## config.mk

```make
export PLATFORM = sky130hd
export DESIGN_NAME = pru_recon
export DESIGN_NICKNAME = d
export VERILOG_FILES = /design/src/hdl/pru_pkg.sv /design/src/hdl/pru_recon.sv
export SDC_FILE = /design/constraint.sdc
export NUM_CORES = 1
export LEC_CHECK = 0
export BUFFER_PORTS_ARGS = -buffer_cell sky130_fd_sc_hd__buf_4
export CAP_MARGIN = 10
export CORE_MARGIN = 3
export CORE_UTILIZATION = 62
export CTS_CLUSTER_DIAMETER = 30
export DETAILED_ROUTE_END_ITERATION = 8
export GPL_ROUTABILITY_DRIVEN = 0
export PLACE_DENSITY = 0.86
export SYNTH_ARGS = -nofsm -noshare
export SYNTH_HDL_FRONTEND = slang
export SYNTH_SLANG_ARGS = --single-unit
```

## constraint.sdc

```tcl
create_clock -name aclk -period 19.4 [get_ports aclk]
set_input_delay 3.88 -clock aclk [delete_from_list [all_inputs] [get_ports aclk]]
set_output_delay 3.88 -clock aclk [all_outputs]
set_load 0.02 [all_outputs]
```

## src/hdl/pru_pkg.sv

```systemverilog
// shared types, constants and predictor functions for the png row unfilter
package pru_pkg;

    localparam int MAX_ROW_BYTES   = 4096;
    localparam int MAX_PIXEL_BYTES = 8;
    localparam int HIST_DEPTH      = 8;
    localparam int ADDR_W          = $clog2(MAX_ROW_BYTES);
    localparam int HIST_W          = $clog2(HIST_DEPTH);
    localparam int POS_W           = 13;
    localparam int BPP_W           = 4;
    localparam int ROWB_W          = 13;
    localparam int CFG_W           = 13;
    localparam int CFG_IDX_W       = 1;

    localparam logic [CFG_IDX_W-1:0] REG_BPP       = 1'b0;
    localparam logic [CFG_IDX_W-1:0] REG_ROW_BYTES = 1'b1;

    typedef enum logic [2:0] {
        FILT_NONE  = 3'd0,
        FILT_SUB   = 3'd1,
        FILT_UP    = 3'd2,
        FILT_AVG   = 3'd3,
        FILT_PAETH = 3'd4
    } filter_t;

    // one data beat handed from the row tracker to the reconstruct stage
    typedef struct packed {
        logic [7:0]        data;
        filter_t           filter;
        logic [ADDR_W-1:0] addr;
        logic              a_ok;
        logic              b_ok;
        logic              last;
        logic              bad;
    } pru_item_t;

    typedef struct packed {
        logic [7:0] out_byte;
        logic       row_end;
        logic       bad_filter;
    } pru_result_t;

    function automatic logic [7:0] avg_pred(input logic [7:0] a, input logic [7:0] b);
        logic [8:0] sum;
        sum = {1'b0, a} + {1'b0, b};
        return sum[8:1];
    endfunction

    function automatic logic [7:0] paeth_pred(input logic [7:0] a, input logic [7:0] b,
                                              input logic [7:0] c);
        logic signed [10:0] da;
        logic signed [10:0] db;
        logic signed [10:0] dc;
        logic [10:0]        pa;
        logic [10:0]        pb;
        logic [10:0]        pc;
        // p - a = b - c, p - b = a - c, p - c = a + b - 2c
        da = $signed({3'b000, b}) - $signed({3'b000, c});
        db = $signed({3'b000, a}) - $signed({3'b000, c});
        dc = da + db;
        pa = da[10] ? 11'(-da) : 11'(da);
        pb = db[10] ? 11'(-db) : 11'(db);
        pc = dc[10] ? 11'(-dc) : 11'(dc);
        if (pa <= pb && pa <= pc) begin
            return a;
        end else if (pb <= pc) begin
            return b;
        end else begin
            return c;
        end
    endfunction

endpackage

```

## src/hdl/pru_recon.sv

```systemverilog
// reconstruct stage: predictor, neighbor history and line store writeback
module pru_recon (
    input  logic                       aclk,
    input  logic                       aresetn,
    input  logic                       load,
    input  pru_pkg::pru_item_t         item_in,
    input  logic                       advance,
    input  logic [7:0]                 rd_data,
    input  logic [pru_pkg::BPP_W-1:0]  cfg_bpp,
    output logic                       busy,
    output pru_pkg::pru_result_t       res,
    output logic                       wr_en,
    output logic [pru_pkg::ADDR_W-1:0] wr_addr,
    output logic [7:0]                 wr_data
);
    import pru_pkg::*;

    logic      valid_reg;
    pru_item_t item_reg;
    logic      fwd_hit_reg;
    logic [7:0] fwd_data_reg;
    logic [7:0] left_hist_reg [HIST_DEPTH];
    logic [7:0] upl_hist_reg  [HIST_DEPTH];

    logic [HIST_W-1:0] tap;
    logic [BPP_W-1:0]  bpp_m1;
    logic [7:0] a, b, c, pred, val;
    logic       fire;

    assign bpp_m1 = cfg_bpp - BPP_W'(1);
    assign tap    = bpp_m1[HIST_W-1:0];
    assign a      = item_reg.a_ok ? left_hist_reg[tap] : 8'd0;
    assign c      = item_reg.a_ok ? upl_hist_reg[tap] : 8'd0;
    // the previous beat may have written the entry read for this one
    assign b      = !item_reg.b_ok ? 8'd0 : (fwd_hit_reg ? fwd_data_reg : rd_data);

    always_comb begin
        case (item_reg.filter)
            FILT_SUB:   pred = a;
            FILT_UP:    pred = b;
            FILT_AVG:   pred = avg_pred(a, b);
            FILT_PAETH: pred = paeth_pred(a, b, c);
            default:    pred = 8'd0;
        endcase
    end

    assign val  = item_reg.data + pred;
    assign fire = valid_reg && advance;
    assign busy = valid_reg;

    assign res.out_byte   = item_reg.bad ? 8'd0 : val;
    assign res.row_end    = item_reg.last && !item_reg.bad;
    assign res.bad_filter = item_reg.bad;

    assign wr_en   = fire && !item_reg.bad;
    assign wr_addr = item_reg.addr;
    assign wr_data = val;

    always_ff @(posedge aclk) begin
        if (!aresetn) begin
            valid_reg <= 1'b0;
        end else if (load) begin
            valid_reg <= 1'b1;
        end else if (advance) begin
            valid_reg <= 1'b0;
        end
    end

    always_ff @(posedge aclk) begin
        if (load) begin
            item_reg     <= item_in;
            fwd_hit_reg  <= wr_en && (item_reg.addr == item_in.addr);
            fwd_data_reg <= val;
        end
    end

    always_ff @(posedge aclk) begin
        if (!aresetn) begin
            for (int k = 0; k < HIST_DEPTH; k++) begin
                left_hist_reg[k] <= 8'd0;
                upl_hist_reg[k]  <= 8'd0;
            end
        end else if (wr_en) begin
            left_hist_reg[0] <= val;
            upl_hist_reg[0]  <= b;
            for (int k = 1; k < HIST_DEPTH; k++) begin
                left_hist_reg[k] <= left_hist_reg[k-1];
                upl_hist_reg[k]  <= upl_hist_reg[k-1];
            end
        end
    end

endmodule

```

==> results_dict.tcl <==
set metrics [dict create \
    post-route-util 0.711 \
    synth_most_common_cell "edfxtp_1" \
    die_w_um 136 \
    drt-initial-drc-count 929 \
    syn_avg_cell_area_um2 11.6 \
    drc_errors 0 \
    dp_cells 1164 \
    maxSlewViolCount 0 \
    vias 7439 \
    cts_num_sinks 165 \
    area.growth.synth_to_final_pct 12.0 \
    path_common_cell "a21oi_1" \
    vdd_ir_drop_max_mv 0.119 \
    fin_nets 1081 \
    clockBufferDepth 2 \
    diodes 0 \
    synth_cell_type_count 66 \
    stdcell_count 1196 \
    cts_tree "built" \
    drive_above_1_share 0.172 \
    crit_type "in -> out" \
    fin_worst_skew_ns 0.0131 \
    antenna_left 0 \
    synth_cells 909 \
    endpoint_kind "primary output" \
    globalRouteOverflowTotal 0 \
    cts-root-buf "clkbuf_16" \
    async_flop_share 0 \
    yosys_warnings 0 \
    initial_core_util 0.635 \
    grt_max_degree 117 \
    cts_resized 0 \
    clk_latency_ns 0.43 \
    max_stage_delay_ns 0.62 \
    htreeDepth 4 \
    totalWireLength_um 23600 \
    synth_area_um2 10500 \
    dpl.hpwl_um 16100 \
    hp-class "reg -> reg" \
    grt_pass1_wl_um 37100 \
    max_cap_violations 0 \
    place_ws_ns 1.12 \
    whs_ns 0.551 \
    synth-edff-count 164 \
    cts-buffers-inserted 17 \
    dieArea_um2 18600 \
    ff2ff_setup_slack_ns 9.68 \
    power_leakage_nw 5.02 \
    grt_usage 0.258 \
    synth_commonest_cells "edfxtp_1, and3_1, ha_1, nand2_1, xnor2_1" \
    io_buffer_count 73 \
    setup_viol 0 \
    cts.clk_slew.worst_paths_ns 0.07 \
    antenna_found_initial 0 \
    cp.arrival_ns 14.61 \
    slowest_stage "mux4_1" \
    timing.final.crit_share 0.953 \
    tightest_slew_ns 0.888 \
    core_um2 16600 \
    crit_required_ns 15.52 \
    start_kind "input port" \
    fmax_mhz 54.1 \
    maxSlewHeadroom 0.403 \
    yosysTopAreaCellShare 0.468 \
    cellPowerDensity_nw_per_um2 141 \
    fin_crit_ns 18.49 \
    avgRoutedWirePerCell_um 19.7 \
    cts_setup_buffers 0 \
    placed_area_um2 11200 \
    ys_seq_area_frac 0.470 \
    fin_tns_setup_ns 0 \
    io_pins 75 \
    grt_pass1_vias 7103 \
    cp_max_fo 31 \
    ctsHoldBuffers 0 \
    ys.flop_type "edfxtp_1" \
    hold_viol_final 0 \
    fp-row-count 47 \
    rsz0062_at_grt "no" \
    worst_slack_ns 0.913 \
    power_mw 1.67 \
    ys_ff_latch 165 \
    firstDrtPassIters 6 \
    outcome "finished clean" \
    synthTopCellsByArea "edfxtp_1, ha_1, mux4_2" \
    viasPerCell 6.22 \
    synth_top_cell_by_area "edfxtp_1" \
    design_area_um2 11800 \
    die_h_um 136 \
]
## where the power goes
| group | total, mW | internal (mW) | switching (mW) |
|---|---|---|---|
| logic | 0.897 | 0.386 | 0.511 |
| clock network | 0.335 | 0.183 | 0.152 |
| registers | 0.436 | 0.421 | 0.0145 |
## final timing paths
kind / from / to / cells after the start
min reg2reg: left_hist_reg[6][7] / left_hist_reg[7][7] / 1
max: cfg_bpp[0] / wr_data[7] / 45
max reg2reg: left_hist_reg[1][0] / left_hist_reg[0][7] / 40
min: left_hist_reg[6][7] / left_hist_reg[7][7] / 1
## layout by cell type, fill, tap and decap left out, types with 13 or more instances in the layout
| cell | Yosys | layout |
|---|---|---|
| inv_1 | 44 | 43 |
| nand2_1 | 64 | 63 |
| and3_1 | 83 | 83 |
| edfxtp_1 | 164 | 164 |
| xnor2_1 | 49 | 49 |
| ha_1 | 72 | 72 |
| nor2_1 | 46 | 46 |
| nand4_1 | 13 | 13 |
| nor2b_1 | 16 | 16 |
| xor2_1 | 19 | 19 |
| clkbuf_16 | 0 | 17 |
| and2_1 | 39 | 39 |
| mux4_2 | 30 | 30 |
| buf_4 | 13 | 82 |
| o21a_1 | 13 | 13 |
| o21ai_0 | 22 | 22 |
| a21oi_1 | 33 | 33 |
## worst max-delay path: cells and delay by family
family | cells | cell delay (ns)
buffers and inverters | 5 | 1.00
adders and majority gates | 8 | 2.33
muxes | 3 | 1.24
and+or+nand+nor | 7 | 1.63
AOI/OAI and AO/OA | 19 | 3.52
xor gates and xnor gates | 3 | 0.98
## area by class of cell
| cell class | instances | area (µm²) |
|---|---|---|
| Clock inverter | 14 | 160 |
| Fill cell | 1120 | 4790 |
| Sequential cell | 165 | 4940 |
| Tap cell | 220 | 275 |
| Inverter | 44 | 165 |
| Clock buffer | 18 | 429 |
| Multi-Input combinational cell | 653 | 5200 |
| Timing Repair Buffer | 82 | 616 |
## routing by layer
metal	routed length [µm]	up-vias	share of wire	track usage
li1	-	3456	-	-
met4	750	0	0.032	0.109
met3	1550	62	0.065	0.0463
met5	0	-	0	0
met1	9830	3571	0.42	0.355
met2	11500	350	0.49	0.409
## cell families (layout without fill, tap and decap cells)
| group | after synthesis | in the layout | synth area share |
|---|---|---|---|
| simple gates | 305 | 305 | 0.157 |
| flops | 165 | 165 | 0.470 |
| compound gates | 138 | 138 | 0.0889 |
| buf+inv | 99 | 158 | 0.0402 |
| fa+ha+maj | 81 | 81 | 0.0972 |
| xor+xnor | 71 | 71 | 0.0612 |
| mux | 48 | 48 | 0.0855 |
| other cells | 2 | 10 | 0.000713 |
Note: power is estimated with default switching activity, not from simulation.
