--- src/hdl/pru_pkg.sv ---
// shared types, constants and predictor functions for the png row unfilter
package pru_pkg;

    localparam int MAX_ROW_BYTES   = 4096;
    localparam int MAX_PIXEL_BYTES = 8;
    localparam int HIST_DEPTH      = 8;
    localparam int ADDR_W          = $clog2(MAX_ROW_BYTES);
    localparam int HIST_W          = $clog2(HIST_DEPTH);
    localparam int POS_W           = 13;
    localparam int BPP_W           = 4;
    localparam int ROWB_W          = 13;
    localparam int CFG_W           = 13;
    localparam int CFG_IDX_W       = 1;

    localparam logic [CFG_IDX_W-1:0] REG_BPP       = 1'b0;
    localparam logic [CFG_IDX_W-1:0] REG_ROW_BYTES = 1'b1;

    typedef enum logic [2:0] {
        FILT_NONE  = 3'd0,
        FILT_SUB   = 3'd1,
        FILT_UP    = 3'd2,
        FILT_AVG   = 3'd3,
        FILT_PAETH = 3'd4
    } filter_t;

    // one data beat handed from the row tracker to the reconstruct stage
    typedef struct packed {
        logic [7:0]        data;
        filter_t           filter;
        logic [ADDR_W-1:0] addr;
        logic              a_ok;
        logic              b_ok;
        logic              last;
        logic              bad;
    } pru_item_t;

    typedef struct packed {
        logic [7:0] out_byte;
        logic       row_end;
        logic       bad_filter;
    } pru_result_t;

    function automatic logic [7:0] avg_pred(input logic [7:0] a, input logic [7:0] b);
        logic [8:0] sum;
        sum = {1'b0, a} + {1'b0, b};
        return sum[8:1];
    endfunction

    function automatic logic [7:0] paeth_pred(input logic [7:0] a, input logic [7:0] b,
                                              input logic [7:0] c);
        logic signed [10:0] da;
        logic signed [10:0] db;
        logic signed [10:0] dc;
        logic [10:0]        pa;
        logic [10:0]        pb;
        logic [10:0]        pc;
        // p - a = b - c, p - b = a - c, p - c = a + b - 2c
        da = $signed({3'b000, b}) - $signed({3'b000, c});
        db = $signed({3'b000, a}) - $signed({3'b000, c});
        dc = da + db;
        pa = da[10] ? 11'(-da) : 11'(da);
        pb = db[10] ? 11'(-db) : 11'(db);
        pc = dc[10] ? 11'(-dc) : 11'(dc);
        if (pa <= pb && pa <= pc) begin
            return a;
        end else if (pb <= pc) begin
            return b;
        end else begin
            return c;
        end
    endfunction

endpackage

--- src/hdl/pru_row_ctrl.sv ---
// row position tracking, filter byte decode and config checking
module pru_row_ctrl (
    input  logic                       aclk,
    input  logic                       aresetn,
    input  logic                       accept,
    input  logic [7:0]                 data_byte,
    input  logic                       image_start,
    input  logic [pru_pkg::BPP_W-1:0]  cfg_bpp,
    input  logic [pru_pkg::ROWB_W-1:0] cfg_row_bytes,
    output logic                       push,
    output logic                       rd_en,
    output pru_pkg::pru_item_t         item
);
    import pru_pkg::*;

    logic [POS_W-1:0] pos_reg, pos_next;
    filter_t          filter_reg, filter_next;
    logic             skip_reg, skip_next;
    logic             prv_reg, prv_next;

    logic             cfg_bad;
    logic [POS_W-1:0] p;
    logic             last;

    assign cfg_bad = (cfg_bpp == '0) || (cfg_bpp > BPP_W'(MAX_PIXEL_BYTES)) ||
                     (cfg_row_bytes == '0) || (cfg_row_bytes > ROWB_W'(MAX_ROW_BYTES)) ||
                     (cfg_row_bytes < ROWB_W'(cfg_bpp));

    assign p    = pos_reg - POS_W'(1);
    assign last = (pos_reg >= POS_W'(cfg_row_bytes));

    always_comb begin
        pos_next    = pos_reg;
        filter_next = filter_reg;
        skip_next   = skip_reg;
        prv_next    = prv_reg;
        push        = 1'b0;
        rd_en       = 1'b0;
        item.data   = data_byte;
        item.filter = filter_reg;
        item.addr   = (p >= POS_W'(MAX_ROW_BYTES)) ? ADDR_W'(MAX_ROW_BYTES - 1) : p[ADDR_W-1:0];
        item.a_ok   = (p >= POS_W'(cfg_bpp));
        item.b_ok   = prv_reg;
        item.last   = last;
        item.bad    = 1'b0;
        if (accept) begin
            if (cfg_bad) begin
                push      = 1'b1;
                item.bad  = 1'b1;
                item.last = 1'b0;
            end else if (pos_reg == '0) begin
                // filter type beat
                if (image_start) begin
                    prv_next = 1'b0;
                end
                pos_next = POS_W'(1);
                if (data_byte > 8'(FILT_PAETH)) begin
                    skip_next   = 1'b1;
                    filter_next = FILT_NONE;
                    push        = 1'b1;
                    item.bad    = 1'b1;
                    item.last   = 1'b0;
                end else begin
                    skip_next   = 1'b0;
                    filter_next = filter_t'(data_byte[2:0]);
                end
            end else begin
                pos_next = last ? '0 : pos_reg + POS_W'(1);
                if (skip_reg) begin
                    if (last) begin
                        skip_next = 1'b0;
                    end
                end else begin
                    push  = 1'b1;
                    rd_en = 1'b1;
                    if (last) begin
                        prv_next = 1'b1;
                    end
                end
            end
        end
    end

    always_ff @(posedge aclk) begin
        if (!aresetn) begin
            pos_reg    <= '0;
            filter_reg <= FILT_NONE;
            skip_reg   <= 1'b0;
            prv_reg    <= 1'b0;
        end else begin
            pos_reg    <= pos_next;
            filter_reg <= filter_next;
            skip_reg   <= skip_next;
            prv_reg    <= prv_next;
        end
    end

endmodule

--- config.mk ---
export PLATFORM = sky130hd
export DESIGN_NAME = pru_row_ctrl
export DESIGN_NICKNAME = d
export VERILOG_FILES = /design/src/hdl/pru_pkg.sv /design/src/hdl/pru_row_ctrl.sv
export SDC_FILE = /design/constraint.sdc
export NUM_CORES = 1
export LEC_CHECK = 0
export BUFFER_PORTS_ARGS = -buffer_cell sky130_fd_sc_hd__buf_2
export CORE_MARGIN = 4
export CORE_UTILIZATION = 57
export CTS_CLUSTER_DIAMETER = 150
export DETAILED_ROUTE_END_ITERATION = 7
export PLACE_DENSITY = 0.92
export SLEW_MARGIN = 20
export SYNTH_ARGS = -nofsm -noshare
export SYNTH_HDL_FRONTEND = slang
export SYNTH_SLANG_ARGS = --single-unit
--- constraint.sdc ---
create_clock -name aclk -period 6.1 [get_ports aclk]
set_input_delay 0.305 -clock aclk [delete_from_list [all_inputs] [get_ports aclk]]
set_output_delay 0.305 -clock aclk [all_outputs]
set_load 0.005 [all_outputs]
==> results_dict.tcl <==
set metrics [dict create \
    syn_avg_cell_area_um2 7.49 \
    die_w_um 67.2 \
    static-leakage-power_nw 0.986 \
    largest_reg_flops 13 \
    synth_top_area_cell "sky130_fd_sc_hd__dfxtp_1" \
    tritoncts_num_sinks 18 \
    critPathRequiredTime_ns 5.79 \
    synth_top_family_by_area "simple AND/OR/NAND/NOR gates" \
    drt_pass1_iterations 4 \
    report.final.hold_viol_count 0 \
    p_seq_share_pct 43.6 \
    path_clk_slew_ns 0.12 \
    cts_tree "built" \
    met2_usage_pct 44.7 \
    path_max_fanout 11 \
    synthesis_stage_register_bit_count 18 \
    global_route_congestion_overflow_total 0 \
    totalWireLength_um 5590 \
    std_cell_rows 21 \
    top_usage_layer "met2" \
    preCtsSetupSlack_ns 3.34 \
    worst_setup_path_start_kind "flip-flop" \
    antenna_violating_nets_left 0 \
    antenna_found_initial 0 \
    synthesis.nets 319 \
    viasPerCell 6.06 \
    grt_pass1_vias 2026 \
    cp-end-kind "output pin" \
    cts.htree.levels 1 \
    final.min_clock_period_ns 2.96 \
    cts.path.max_buffers 2 \
    netlist_area_mm2 0.00200 \
    dp.final_hpwl_um 4460 \
    synth-xor-area-share_pct 5.63 \
    clk_latency_ns 0.32 \
    power.net_switching_mw 0.0892 \
    final_nets 363 \
    grt_start_max_net_pins 19 \
    root_buffer "sky130_fd_sc_hd__clkbuf_4" \
    power.share.combinational_pct 26.1 \
    syn2layout_area_growth_pct 13.4 \
    tightest_slew_ns 0.982 \
    drive_gt1_share_pct 25.8 \
    timing.max_slew.rel_slack_pct 34.1 \
    synthTopCellsByArea "sky130_fd_sc_hd__dfxtp_1, sky130_fd_sc_hd__ha_1, sky130_fd_sc_hd__inv_1" \
    worst_ep_arrival_time_ns 2.65 \
    design.core.area_mm2 0.00336 \
    place_congestion 0.926 \
    outcome "finished, final reports clean" \
    detailroute.via_count 2157 \
    diode_insertion_count_for_antenna_repair 0 \
    detail_route.wl_per_cell_um 15.7 \
    max_cap_viol_count 0 \
    top_level_ports 58 \
    drc 0 \
    synth-adder-area-share_pct 14.4 \
    ys.flop_type "sky130_fd_sc_hd__dfxtp_1" \
    async_flop_share_pct 0 \
    design.die.area_mm2 0.00452 \
    use_met3_pct 3.66 \
    power.density_cell_area_mw_per_mm2 121 \
    synth_compound_gate_area_share_pct 19.0 \
    criticalPathCategory "reg2out" \
    final-setup-viol-count 0 \
    initial_utilization_pct 59.4 \
    report.final.slew_viol_count 0 \
    reg2reg_setup_slack_ns 3.29 \
    multi_input_area_mm2 0.00142 \
    post_synth_mux_area_share_pct 0.501 \
    power_mw 0.275 \
    postCtsResizedCells 0 \
    synth_cells 267 \
    post_synth_and_or_nand_nor_area_fraction_pct 31.7 \
    dieHeight_um 67.2 \
    synth-warning-count 0 \
    pwr-share-clk_pct 30.4 \
    synth-seq-area-share_pct 18.0 \
    yosysTopAreaCellShare_pct 18.0 \
    total_cts_buffers 3 \
    final_setup_skew_ns 0.0106 \
    fillcell_total 290 \
    port_buffers 57 \
    grt_setup_unrepaired "false" \
    seqCellArea_um2 360 \
    switching_share_pct 32.4 \
    setup-tns-final_ns 0 \
    hold_path.class "in2reg" \
    power.internal_mw 0.186 \
    fmaxAchievable_ghz 0.338 \
    ys_types 55 \
    number_of_design_rule_violations_left_by_the_first_detailed_router_iteration 125 \
    total_grt_usage_pct 26.9 \
    buffers_inserted_by_post_cts_timing_repair 0 \
    grt_util_met1_pct 34.8 \
    worst_setup_slack_final_ns 3.14 \
    postCtsHoldBufs 0 \
    grt_pass1_wl_um 9390 \
    number_of_enable_flip_flop_cells_after_synthesis 0 \
    period_share_pct 48.5 \
    vdd_ir_drop_max_mv 0.0602 \
]
[worst paths after layout]
check / from / endpoint / depth (start not counted)
max: pos_reg[2] / item[3] / 6
min reg2reg: filter_reg[2] / filter_reg[2] / 2
max reg2reg: pos_reg[7] / pos_reg[1] / 7
min: data_byte[2] / filter_reg[2] / 3
[routing by layer]
| metal | up-vias | routed length [µm] |
|---|---|---|
| li1 | 1038 | - |
| met1 | 982 | 2280 |
| met2 | 121 | 2610 |
| met3 | 16 | 555 |
| met4 | 0 | 140 |
| met5 | - | 0 |
[cell usage after synthesis (all sizes together), types with 2 or more instances]
master / instances
nand3b: 2
or4: 5
o211ai: 2
o31ai: 4
or2: 2
o22ai: 4
nand2b: 6
o21ai: 16
dfxtp: 18
nor3b: 3
or3: 3
a31oi: 3
a221oi: 2
and4: 2
nor4: 4
nor2: 15
nor3: 8
inv: 28
nand4: 8
xnor2: 8
ha: 23
o21a: 2
clkbuf: 6
nand3: 23
nand2: 28
buf: 12
xor2: 4
a21oi: 12
nor2b: 2
[power by group through the flow]
stage | combinational [mW] | sequential (mW) | clock [mW]
after global placement | 0.0690 | 0.122 | 0
after floorplan | 0.0484 | 0.122 | 0
after detailed placement | 0.0706 | 0.123 | 0
final | 0.0717 | 0.120 | 0.0836
after CTS | 0.0714 | 0.120 | 0.0804
after global routing | 0.0816 | 0.120 | 0.0862
[area by class of cell]
| type | count | share of cell area [%] |
|---|---|---|
| timing repair buffer | 57 | 12.6 |
| clock buffer | 4 | 1.60 |
| sequential | 18 | 15.9 |
| inverter | 28 | 4.64 |
| tap | 46 | 2.54 |
| multi-input combinational | 203 | 62.7 |
[cell families (layout without fill, tap and decap cells)]
kind of cell,Yosys count,count (layout)
AO/OA/AOI/OAI,53,53
XOR/XNOR,12,12
adder cells (fa/ha/maj),23,23
buffers and inverters,46,89
flip-flops,18,18
multiplexers,1,1
AND/OR/NAND/NOR,114,114
[critical path, cell delays in order, from the launching register on]
cell and delay (ns):
sky130_fd_sc_hd__dfxtp_1 0.46, sky130_fd_sc_hd__nor4_2 0.61, sky130_fd_sc_hd__nand4_1 0.23, sky130_fd_sc_hd__xnor2_2 0.41
sky130_fd_sc_hd__nand2_1 0.11, sky130_fd_sc_hd__or3_1 0.38, sky130_fd_sc_hd__buf_2 0.13
[layout by cell type (no fill, tap or decap), types with 4 or more instances in the layout]
master / count
sky130_fd_sc_hd__dfxtp_1: 18
sky130_fd_sc_hd__nand3_1: 21
sky130_fd_sc_hd__nand4_1: 8
sky130_fd_sc_hd__o31ai_1: 4
sky130_fd_sc_hd__o21ai_0: 6
sky130_fd_sc_hd__nand2_1: 27
sky130_fd_sc_hd__inv_1: 28
sky130_fd_sc_hd__o21ai_1: 10
sky130_fd_sc_hd__o22ai_2: 4
sky130_fd_sc_hd__nand2b_1: 6
sky130_fd_sc_hd__buf_2: 57
sky130_fd_sc_hd__xor2_1: 4
sky130_fd_sc_hd__nor3_1: 8
sky130_fd_sc_hd__a21oi_1: 10
sky130_fd_sc_hd__nor2_1: 13
sky130_fd_sc_hd__ha_1: 23
sky130_fd_sc_hd__xnor2_1: 7
[stage by stage]
step / cells / util [%] / cell area (µm²) / hold WS, ns
after floorplan: 267 / - / 2000 / 0.449
after global placement: 352 / 66.3 / 2230 / 0.440
after detailed placement: 352 / 66.3 / 2230 / 0.455
after CTS: 356 / 67.4 / 2270 / 0.250
after global routing: 356 / 67.4 / 2270 / 0.262
final: 356 / 67.4 / 2270 / 0.236
Note: power is estimated with default switching activity, not from simulation.
